==> src/hw/rtl/swm_pkg.sv <==
// ----------------------------------------------------------------------------
// swm_pkg
// shared constants for the sliding window maximum block
// ----------------------------------------------------------------------------
package swm_pkg;

	localparam int SWM_MAX_WINDOW  = 16;
	localparam int SWM_SAMPLE_BITS = 32;
	localparam int SWM_LEN_BITS    = 5;
	localparam logic [SWM_LEN_BITS-1:0] SWM_LEN_RESET = 5'd5;

endpackage

==> src/hw/rtl/swm_if.sv <==
// ----------------------------------------------------------------------------
// swm_sample_if / swm_result_if
// valid/ready channels for input samples and window maximum results
// ----------------------------------------------------------------------------
interface swm_sample_if #(
	parameter int SAMPLE_BITS = swm_pkg::SWM_SAMPLE_BITS
);
	logic                          valid;
	logic                          ready;
	logic signed [SAMPLE_BITS-1:0] sample;
	logic                          first_of_sequence;

	modport source (output valid, output sample, output first_of_sequence, input ready);
	modport sink   (input valid, input sample, input first_of_sequence, output ready);
endinterface

interface swm_result_if #(
	parameter int SAMPLE_BITS = swm_pkg::SWM_SAMPLE_BITS
);
	logic                          valid;
	logic                          ready;
	logic signed [SAMPLE_BITS-1:0] window_max;

	modport source (output valid, output window_max, input ready);
	modport sink   (input valid, input window_max, output ready);
endinterface

==> src/hw/rtl/swm_cell.sv <==
// ----------------------------------------------------------------------------
// swm_cell
// one cell of the running maximum chain: holds the maximum of the last k+1
// samples and builds its next value from its neighbor and the new sample
// ----------------------------------------------------------------------------
module swm_cell #(
	parameter int SAMPLE_BITS = swm_pkg::SWM_SAMPLE_BITS
) (
	input  logic                          clk,
	input  logic                          shift_en,
	input  logic signed [SAMPLE_BITS-1:0] neighbor,
	input  logic signed [SAMPLE_BITS-1:0] sample,
	output logic signed [SAMPLE_BITS-1:0] next_max,
	output logic signed [SAMPLE_BITS-1:0] cur_max
);

	logic signed [SAMPLE_BITS-1:0] max_q;

	assign next_max = (neighbor > sample) ? neighbor : sample;
	assign cur_max  = max_q;

	always_ff @(posedge clk) begin
		if (shift_en) begin
			max_q <= next_max;
		end
	end

endmodule

==> src/hw/rtl/swm_ctrl.sv <==
// ----------------------------------------------------------------------------
// swm_ctrl
// window length register, sequence fill count and result decision
// ----------------------------------------------------------------------------
module swm_ctrl #(
	parameter int MAX_WINDOW = swm_pkg::SWM_MAX_WINDOW,
	localparam int FILL_W = $clog2(MAX_WINDOW + 1),
	localparam int IDX_W  = (MAX_WINDOW > 1) ? $clog2(MAX_WINDOW) : 1
) (
	input  logic                            clk,
	input  logic                            arst_n,
	input  logic                            cfg_write_en,
	input  logic [swm_pkg::SWM_LEN_BITS-1:0] cfg_write_data,
	input  logic                            xfer,
	input  logic                            first,
	output logic                            emit,
	output logic [IDX_W-1:0]                sel
);

	localparam int CMP_W = (FILL_W > swm_pkg::SWM_LEN_BITS) ? FILL_W : swm_pkg::SWM_LEN_BITS;

	logic [swm_pkg::SWM_LEN_BITS-1:0] len_q;
	logic [FILL_W-1:0]                fill_q;
	logic [FILL_W-1:0]                fill_next;
	logic [CMP_W-1:0]                 len_w;
	logic [CMP_W-1:0]                 used_len;
	logic [CMP_W-1:0]                 last_idx;

	assign len_w = CMP_W'(len_q);

	always_comb begin
		if (len_w == '0) begin
			used_len = CMP_W'(1);
		end else if (len_w > CMP_W'(MAX_WINDOW)) begin
			used_len = CMP_W'(MAX_WINDOW);
		end else begin
			used_len = len_w;
		end
	end

	always_comb begin
		if (first) begin
			fill_next = FILL_W'(1);
		end else if (fill_q == FILL_W'(MAX_WINDOW)) begin
			fill_next = fill_q;
		end else begin
			fill_next = fill_q + FILL_W'(1);
		end
	end

	assign last_idx = used_len - CMP_W'(1);
	assign sel      = last_idx[IDX_W-1:0];
	assign emit     = CMP_W'(fill_next) >= used_len;

	always_ff @(posedge clk or negedge arst_n) begin
		if (!arst_n) begin
			len_q  <= swm_pkg::SWM_LEN_RESET;
			fill_q <= '0;
		end else begin
			if (cfg_write_en) begin
				len_q <= cfg_write_data;
			end
			if (xfer) begin
				fill_q <= fill_next;
			end
		end
	end

endmodule

==> src/hw/rtl/sliding_window_maximum.sv <==
// a result is in the output register in the cycle after its sample transfer
// throughput: one sample per cycle while the input is not stalled, set by the single compare in each chain cell
// the input stalls only while a finished result waits and the output is not ready
// reset: fill count and output valid cleared, window length back to 5
// chain contents are not reset; a result never reads a cell that holds stale samples
// ----------------------------------------------------------------------------
// sliding_window_maximum
// running maximum over the last window_length samples, built as a chain of
// cells where cell k holds the maximum of the last k+1 samples
// ----------------------------------------------------------------------------
module sliding_window_maximum #(
	parameter int MAX_WINDOW  = swm_pkg::SWM_MAX_WINDOW,
	parameter int SAMPLE_BITS = swm_pkg::SWM_SAMPLE_BITS
) (
	input  logic                             clk,
	input  logic                             arst_n,
	input  logic                             cfg_write_en,
	input  logic [swm_pkg::SWM_LEN_BITS-1:0] cfg_write_data,
	swm_sample_if.sink                       samples,
	swm_result_if.source                     results
);

	localparam int IDX_W = (MAX_WINDOW > 1) ? $clog2(MAX_WINDOW) : 1;

	logic                          xfer;
	logic                          emit;
	logic [IDX_W-1:0]              sel;
	logic signed [SAMPLE_BITS-1:0] next_max [MAX_WINDOW];
	logic signed [SAMPLE_BITS-1:0] cur_max  [MAX_WINDOW];
	logic                          out_valid_q;
	logic signed [SAMPLE_BITS-1:0] out_data_q;

	assign samples.ready = !out_valid_q || results.ready;
	assign xfer          = samples.valid && samples.ready;

	swm_ctrl #(
		.MAX_WINDOW(MAX_WINDOW)
	) u_ctrl (
		.clk           (clk),
		.arst_n        (arst_n),
		.cfg_write_en  (cfg_write_en),
		.cfg_write_data(cfg_write_data),
		.xfer          (xfer),
		.first         (samples.first_of_sequence),
		.emit          (emit),
		.sel           (sel)
	);

	for (genvar k = 0; k < MAX_WINDOW; k++) begin : g_cell
		if (k == 0) begin : g_head
			swm_cell #(
				.SAMPLE_BITS(SAMPLE_BITS)
			) u_cell (
				.clk     (clk),
				.shift_en(xfer),
				.neighbor(samples.sample),
				.sample  (samples.sample),
				.next_max(next_max[k]),
				.cur_max (cur_max[k])
			);
		end else begin : g_body
			swm_cell #(
				.SAMPLE_BITS(SAMPLE_BITS)
			) u_cell (
				.clk     (clk),
				.shift_en(xfer),
				.neighbor(cur_max[k-1]),
				.sample  (samples.sample),
				.next_max(next_max[k]),
				.cur_max (cur_max[k])
			);
		end
	end

	always_ff @(posedge clk or negedge arst_n) begin
		if (!arst_n) begin
			out_valid_q <= 1'b0;
		end else if (xfer && emit) begin
			out_valid_q <= 1'b1;
		end else if (results.ready) begin
			out_valid_q <= 1'b0;
		end
	end

	always_ff @(posedge clk) begin
		if (xfer && emit) begin
			out_data_q <= next_max[sel];
		end
	end

	assign results.valid      = out_valid_q;
	assign results.window_max = out_data_q;

endmodule

==> src/flat_wrapper.sv <==
// flat-port wrapper written by rule: the top's interface ports become plain ports
module sliding_window_maximum_flat 
#(
	parameter int MAX_WINDOW  = swm_pkg::SWM_MAX_WINDOW,
	parameter int SAMPLE_BITS = swm_pkg::SWM_SAMPLE_BITS
)
  (clk, arst_n, cfg_write_en, cfg_write_data, samples_valid, samples_sample, samples_first_of_sequence, samples_ready, results_valid, results_window_max, results_ready);
  swm_sample_if #(.SAMPLE_BITS(SAMPLE_BITS)) samples_i ();
  swm_result_if #(.SAMPLE_BITS(SAMPLE_BITS)) results_i ();
  input  logic clk;
  input  logic arst_n;
  input  logic cfg_write_en;
  input  logic [swm_pkg::SWM_LEN_BITS-1:0] cfg_write_data;
  input wire logic [$bits(samples_i.valid)-1:0] samples_valid;
  input wire logic [$bits(samples_i.sample)-1:0] samples_sample;
  input wire logic [$bits(samples_i.first_of_sequence)-1:0] samples_first_of_sequence;
  output wire logic [$bits(samples_i.ready)-1:0] samples_ready;
  output wire logic [$bits(results_i.valid)-1:0] results_valid;
  output wire logic [$bits(results_i.window_max)-1:0] results_window_max;
  input wire logic [$bits(results_i.ready)-1:0] results_ready;
  assign samples_i.valid = samples_valid;
  assign samples_i.sample = samples_sample;
  assign samples_i.first_of_sequence = samples_first_of_sequence;
  assign samples_ready = samples_i.ready;
  assign results_valid = results_i.valid;
  assign results_window_max = results_i.window_max;
  assign results_i.ready = results_ready;
  sliding_window_maximum #(.MAX_WINDOW(MAX_WINDOW), .SAMPLE_BITS(SAMPLE_BITS)) u_core (.clk(clk), .arst_n(arst_n), .cfg_write_en(cfg_write_en), .cfg_write_data(cfg_write_data), .samples(samples_i), .results(results_i));
endmodule
==> config.mk <==
export PLATFORM = sky130hd
export DESIGN_NAME = sliding_window_maximum_flat
export DESIGN_NICKNAME = d
export VERILOG_FILES = /design/src/hw/rtl/swm_pkg.sv /design/src/hw/rtl/swm_if.sv /design/src/hw/rtl/swm_cell.sv /design/src/hw/rtl/swm_ctrl.sv /design/src/hw/rtl/sliding_window_maximum.sv /design/src/flat_wrapper.sv
export SDC_FILE = /design/constraint.sdc
export NUM_CORES = 2
export LEC_CHECK = 0
export BUFFER_PORTS_ARGS = -buffer_cell sky130_fd_sc_hd__buf_2
export CORE_MARGIN = 5
export CORE_UTILIZATION = 60
export CTS_BUF_LIST = sky130_fd_sc_hd__clkbuf_16
export CTS_CLUSTER_DIAMETER = 150
export DETAILED_ROUTE_END_ITERATION = 8
export GPL_TIMING_DRIVEN = 0
export PLACE_DENSITY = 0.77
export SKIP_CTS_REPAIR_TIMING = 1
export SLEW_MARGIN = 20
export SYNTH_ARGS = -nofsm -noshare
export SYNTH_HDL_FRONTEND = slang
export SYNTH_SLANG_ARGS = --single-unit
==> constraint.sdc <==
create_clock -name clk -period 18.3 [get_ports clk]
set_clock_uncertainty 0.05 [all_clocks]
set_input_delay 0.915 -clock clk [delete_from_list [all_inputs] [get_ports clk]]
set_output_delay 0.915 -clock clk [all_outputs]
set_load 0.02 [all_outputs]
After elaboration in Yosys (flattened, before gate mapping)
Cells that the tools add are included.

Bits of input ports: 43. Logic and storage cells: 71. Output and inout bits: 34. Memories kept: 0. Bits in latches: 0. Flip-flop bits (word level): 523. Bits in writable memories: 0. Memory bits (read-only): 0.

Divide/modulo/power cells: 0. Reduce and logical (&&, ||, !) cells: 6. $mul: 0. Muxes and demuxes: 24. Equality and inequality tests: 1. Bitwise operators: 1. Magnitude comparators: 18. $add $sub $neg: 2. Shift operators: 0.

Operator list (count): 32-bit two-way mux (17); 32-bit greater-than comparator (15); 32-bit binary-select mux with 4-bit select (1); 5-bit two-way mux (4); 5-bit by 1-bit adder with 5-bit output, second input constant (1); 5-bit == test, second input constant (1); 5-bit greater-or-equal comparator (1); 5-bit greater-or-equal comparator, second input constant (1); 5-bit greater-than comparator, second input constant (1); 5-bit zero test (1); 4-bit NOT with 5-bit output (1); 4-bit by 1-bit subtractor with 4-bit output, second input constant (1); 1-bit logical AND (2); 1-bit two-way mux (2); 2-bit nonzero test (1); 1-bit zero test (1); 1-bit logical OR (1).

Logic depth before layout (Yosys ltp)
Word-level depth: 8. Depth in mapped cells: 17. Gate-level depth less buffers: 14.

By module
From an unflattened synthesis, not the netlist that was laid out.

Cell total of the unflattened synthesis: 3265. Area total of the unflattened synthesis: 43042.5 um^2.

By module, submodules not included: swm_cell (cells an instance 180, area an instance 2349.8 um^2, times used 16); sliding_window_maximum (cells an instance 309, area an instance 4723.3 um^2, times used 1); swm_ctrl (cells an instance 76, area an instance 723.2 um^2, times used 1).

Worst setup path after synthesis
OpenSTA, ideal clock, no wires.

Path kind: input -> register. From: input port results_ready. To: register u_core.u_ctrl.fill_q[2]. Arrival time: 11945 ps. Stages: 4. Path slack: 6190 ps. Data required time: 18134 ps. Cell sequence: nand2b_1 nand2_1 inv_1 mux2_2.

Word-level cells in the longest chain between the ends: 2.

Ends and longest elaborated chain: start, declared (RTL line flat_wrapper.sv:20) `input wire logic [$bits(results_i.ready)-1:0] results_ready;`; 1-bit logical OR (RTL line sliding_window_maximum.sv:33) `assign samples.ready = !out_valid_q || results.ready;`; 1-bit logical AND (RTL line sliding_window_maximum.sv:34) `assign xfer = samples.valid && samples.ready;`; via u_core.g_cell[0].g_head.u_cell.shift_en (RTL line swm_cell.sv:10) `input logic shift_en,`; end signal, assigned (RTL line swm_ctrl.sv:64) `fill_q <= fill_next;`; end, declared (RTL line swm_ctrl.sv:23) `logic [FILL_W-1:0] fill_q;`.

The timed path passes the listed nets, and every way through them passes these cells. A chain may end at the register's enable or synchronous reset.

Final worst setup path
From: register u_core.u_ctrl.len_q[2] (netlist bit). To: register u_core.out_data_q[18] (netlist: u_core.results.window_max[18]) (data pin).

Word-level cells in the longest chain between the ends: 8. Elaborated cells between the ends (all ways): 9. Classes of those cells: 1 x add/sub; 1 x order compare; 5 x mux; 1 x bitwise; 1 x reduce/logical.

Ends and longest elaborated chain: start, declared (RTL line swm_ctrl.sv:22) `logic [swm_pkg::SWM_LEN_BITS-1:0] len_q;`; start signal, assigned (RTL line swm_ctrl.sv:57) `len_q <= swm_pkg::SWM_LEN_RESET;`; start signal, assigned (RTL line swm_ctrl.sv:61) `len_q <= cfg_write_data;`; 5-bit greater-than comparator (RTL line swm_ctrl.sv:34) `end else if (len_w > CMP_W'(MAX_WINDOW)) begin`; 5-bit two-way mux (RTL line swm_ctrl.sv:34); 5-bit two-way mux * (RTL line swm_ctrl.sv:32) `if (len_w == '0) begin`; 4-bit by 1-bit subtractor with 4-bit output * (RTL line swm_ctrl.sv:51) `assign last_idx = used_len - CMP_W'(1);`; 4-bit NOT with 5-bit output (not written as such) * (RTL line sliding_window_maximum.sv:87) `out_data_q <= next_max[sel];`; 32-bit binary-select mux with 4-bit select * (RTL line sliding_window_maximum.sv:87); 32-bit two-way mux (not written as such) * (2 in a row) (RTL line sliding_window_maximum.sv:87); end signal, assigned (RTL line sliding_window_maximum.sv:87); end, declared (RTL line sliding_window_maximum.sv:31) `logic signed [SAMPLE_BITS-1:0] out_data_q;`.

Every way passes the cells marked *; elsewhere a longest branch is shown, timed or not. The select of a mux whose other input is x is not followed.

==> flow_summary.yaml <==
pwr:
  leakage_nw: 15.8
  p_total_mw: 6.01
  clockPowerShare_pct: 22.2
  switchingPower_mw: 2.48
  switching_share_pct: 41.3
  power_frac_seq_pct: 34.3
  p_int_mw: 3.53
  vdd.ir_drop.worst_mv: 0.100
  p_per_area_nw_per_um2: 147
  p_comb_share_pct: 43.6
synth:
  synth_edf_count: 512
  ys_warn_count: 0
  yosysUniqueCellTypes: 76
  syn_inst: 3409
  syn_nets: 3940
  syn_area_per_cell_um2: 10.9
  yosysSeqAreaShare_pct: 42.3
  synth-seq-cells: 523
  async_flop_share_pct: 2.10
  ys.flop_type: "edfxtp_1"
  syn_area_um2: 37000
clock_tree:
  clk_latency_ns: 0.66
  htreeDepth: 2
  path_clk_slew_ns: 0.06
  cts_tree: "yes"
  cts.sinks: 523
  cts_root_buffer: "clkbuf_16"
  clockBufferDepth: 3
  cts_buffers: 60
sta:
  hold_viol_final: 0
  tightest_slew_ns: 1.20
  max_slew_margin_pct: 19.7
  fin_setup_tns_ns: 0
  maxSlewViolCount: 0
  min_period_ns: 8.19
  fmaxAchievable_mhz: 122
  setup_viol: 0
  rsz0062_at_grt: "no"
  fin_hold_ws_ns: 0.0695
  finalCritPeriodShare_pct: 44.8
drt:
  drt_wl_total_um: 144000
  vias: 32000
  drc_errors: 0
  antenna_left: 0
  drtPass1Iterations: 6
  viasPerCell: 7.26
  wire_per_inst_um: 32.7
  drt_iter0_markers: 4968
min_path:
  hold_class: "input pin to async pin"
worst_setup_path:
  reg2reg_depth: 18
  worstReg2RegStart: "u_core.u_ctrl.len_q[2]"
  cpPeakStageDelay_ns: 0.85
  worstPathMaxFanout: 10
  start_kind: "register"
  worstPathArrival_ns: 8.61
  startpoint: "u_core.u_ctrl.len_q[2]"
  reg2reg_slack_ns: 10.11
  crit_path_end: "u_core.results.window_max[18]"
  critPathKind: "register to register"
  cp-end-kind: "register"
  cpMostUsedCell: "clkbuf_1"
  slowest_stage: "clkbuf_1"
  reg2reg_to: "u_core.results.window_max[18]"
  path_cells: "nor3_1, nor2_1, nor2_2, buf_6, clkinv_1, clkbuf_1, clkbuf_2, clkbuf_1, clkbuf_1, ha_1, clkbuf_1, inv_1, nand2_1, nor2_1, clkbuf_1, o221ai_1, o22ai_1, a311o_1"
  cp.required_ns: 18.72
die:
  die_area_um2: 66800
  core-area_um2: 61400
  die_h_um: 258
  dieWidth_um: 258
  start_util_pct: 60.3
  rows: 91
  ios: 77
final_layout:
  nets: 4086
  final_common_cell: "edfxtp_1"
  final_cell_mix: "edfxtp_1, ha_1, nand2_1"
  area_growth_pct: 10.1
  drive_above_1_share_pct: 15.8
  stdcell_area_um2: 40800
  fin_cells: 4406
global_route:
  antenna_found_initial: 8
  use_met1_pct: 54.3
  grtUsageMet3_pct: 10.9
  grt_max_degree: 99
  grt_use_met2_pct: 63.9
  grt-ovfl-total: 0
  busiest_layer: "met2"
  grt.total_usage_pct: 41.8
  grt_pass1_vias: 30900
  grt_pass1_wl_um: 204000
outcome:
  status: "complete, no violations"
placed_design:
  place_area_um2: 38600
  dp_cells: 4283
  portBuffers: 76
  gp_congestion: 1.01
  dp_hpwl_um: 114000
flow_run:
  max-cap-violations: 0
[kinds of logic (layout without fill, tap and decap cells)]
family,count (synthesis),after routing,synth area share (%)
compound gates,960,960,17.1
xor+xnor,6,6,0.142
fa+ha+maj,488,488,16.5
buf+inv,273,470,2.89
flops,523,523,42.3
mux,357,357,10.7
other cells,0,10,0
simple gates,802,802,10.4
[cells in the mapped netlist (all sizes together) (6+ instances only)]
cell type | n | area [um2]
edfxtp | 512 | 15400
ha | 488 | 6110
nand2 | 314 | 1180
mux2 | 298 | 3370
o21ai | 287 | 1440
a21oi | 198 | 991
nor2 | 157 | 589
clkbuf | 137 | 514
nand4 | 96 | 601
inv | 93 | 349
o221ai | 72 | 631
o211ai | 68 | 510
mux2i | 59 | 591
nand3 | 59 | 305
o22ai | 59 | 369
buf | 42 | 201
nor3 | 40 | 200
a21o | 32 | 240
o221a | 30 | 338
nor4 | 26 | 169
nor2b | 22 | 138
o21a | 22 | 165
a22oi | 21 | 158
a221oi | 20 | 175
o32ai | 19 | 166
a211oi | 18 | 140
a2bb2oi | 16 | 140
or2 | 15 | 93.8
a31oi | 14 | 87.6
nor4bb | 13 | 130
and4 | 11 | 96.3
a2111oi | 10 | 87.6
a221o | 10 | 100
nand3b | 10 | 75.1
dfrtp | 9 | 225
nand2b | 9 | 56.3
nand4b | 9 | 78.8
a2111o | 7 | 78.8
a211o | 7 | 61.3
a311o | 7 | 70.1
and2 | 7 | 43.8
o31ai | 7 | 52.6
o211a | 6 | 60.1
or4 | 6 | 48.8
[sequential cells by signal, summed over array words and instances (netlist names)]
| name | flops |
|---|---|
| u_core.results.window_max | 32 |
| u_core.g_cell.g_head.u_cell.cur_max | 32 |
| u_core.results.valid | 1 |
| u_core.u_ctrl.fill_q | 5 |
| u_core.u_ctrl.len_q | 5 |
| u_core.g_cell.g_body.u_cell.cur_max | 448 |
[worst max-delay path: cells and delay by family, from the launching register on]
kind                       cells  cell delay (ns)
and+or+nand+nor                5             1.41
buffers and inverters          9             4.32
AOI/OAI and AO/OA              3             1.26
adders and majority gates      1             0.37
DFF                            1             0.55
[routing by layer]
metal,vias to the layer above,routed length [um]
met5,-,4
met2,2300,62800
li1,13800,-
met3,542,18300
met4,2,10200
met1,15300,52900
[cell type report]
| cell class | instances | area (um2) |
|---|---|---|
| fill | 4816 | 20600 |
| multi-input combinational | 2613 | 20300 |
| sequential | 523 | 15700 |
| clock buffer | 60 | 1500 |
| tap | 790 | 988 |
| buffer | 179 | 717 |
| clock inverter | 53 | 617 |
| timing repair buffer | 84 | 561 |
| inverter | 94 | 360 |
| antenna | 10 | 25.0 |
[metrics by stage]
stage / utilization [%] / setup slack, ns
after floorplan: - / 6.19
after global placement: 62.6 / 1.48
after detailed placement: 62.9 / 10.32
after CTS: 66.4 / 10.26
after global routing: 66.4 / 10.16
final: 66.4 / 10.11
[power by group through the flow]
stage                     logic [mW]  registers (mW)  clock network (mW)
after CTS                       2.51            2.04                1.32
after global placement          2.43            2.15                   0
final                           2.62            2.06                1.33
after floorplan                 1.63            2.03                   0
after detailed placement        2.49            2.06                   0
after global routing            2.76            2.08                1.38
[worst min-delay path by stage]
stage                                   end
CTS                  u_core.u_ctrl.len_q[3]
global route         u_core.u_ctrl.len_q[4]
detailed placement     u_core.results.valid
finish              u_core.u_ctrl.fill_q[1]
floorplan           u_core.u_ctrl.fill_q[4]
global placement       u_core.results.valid
(Power assumes the default switching activity.)
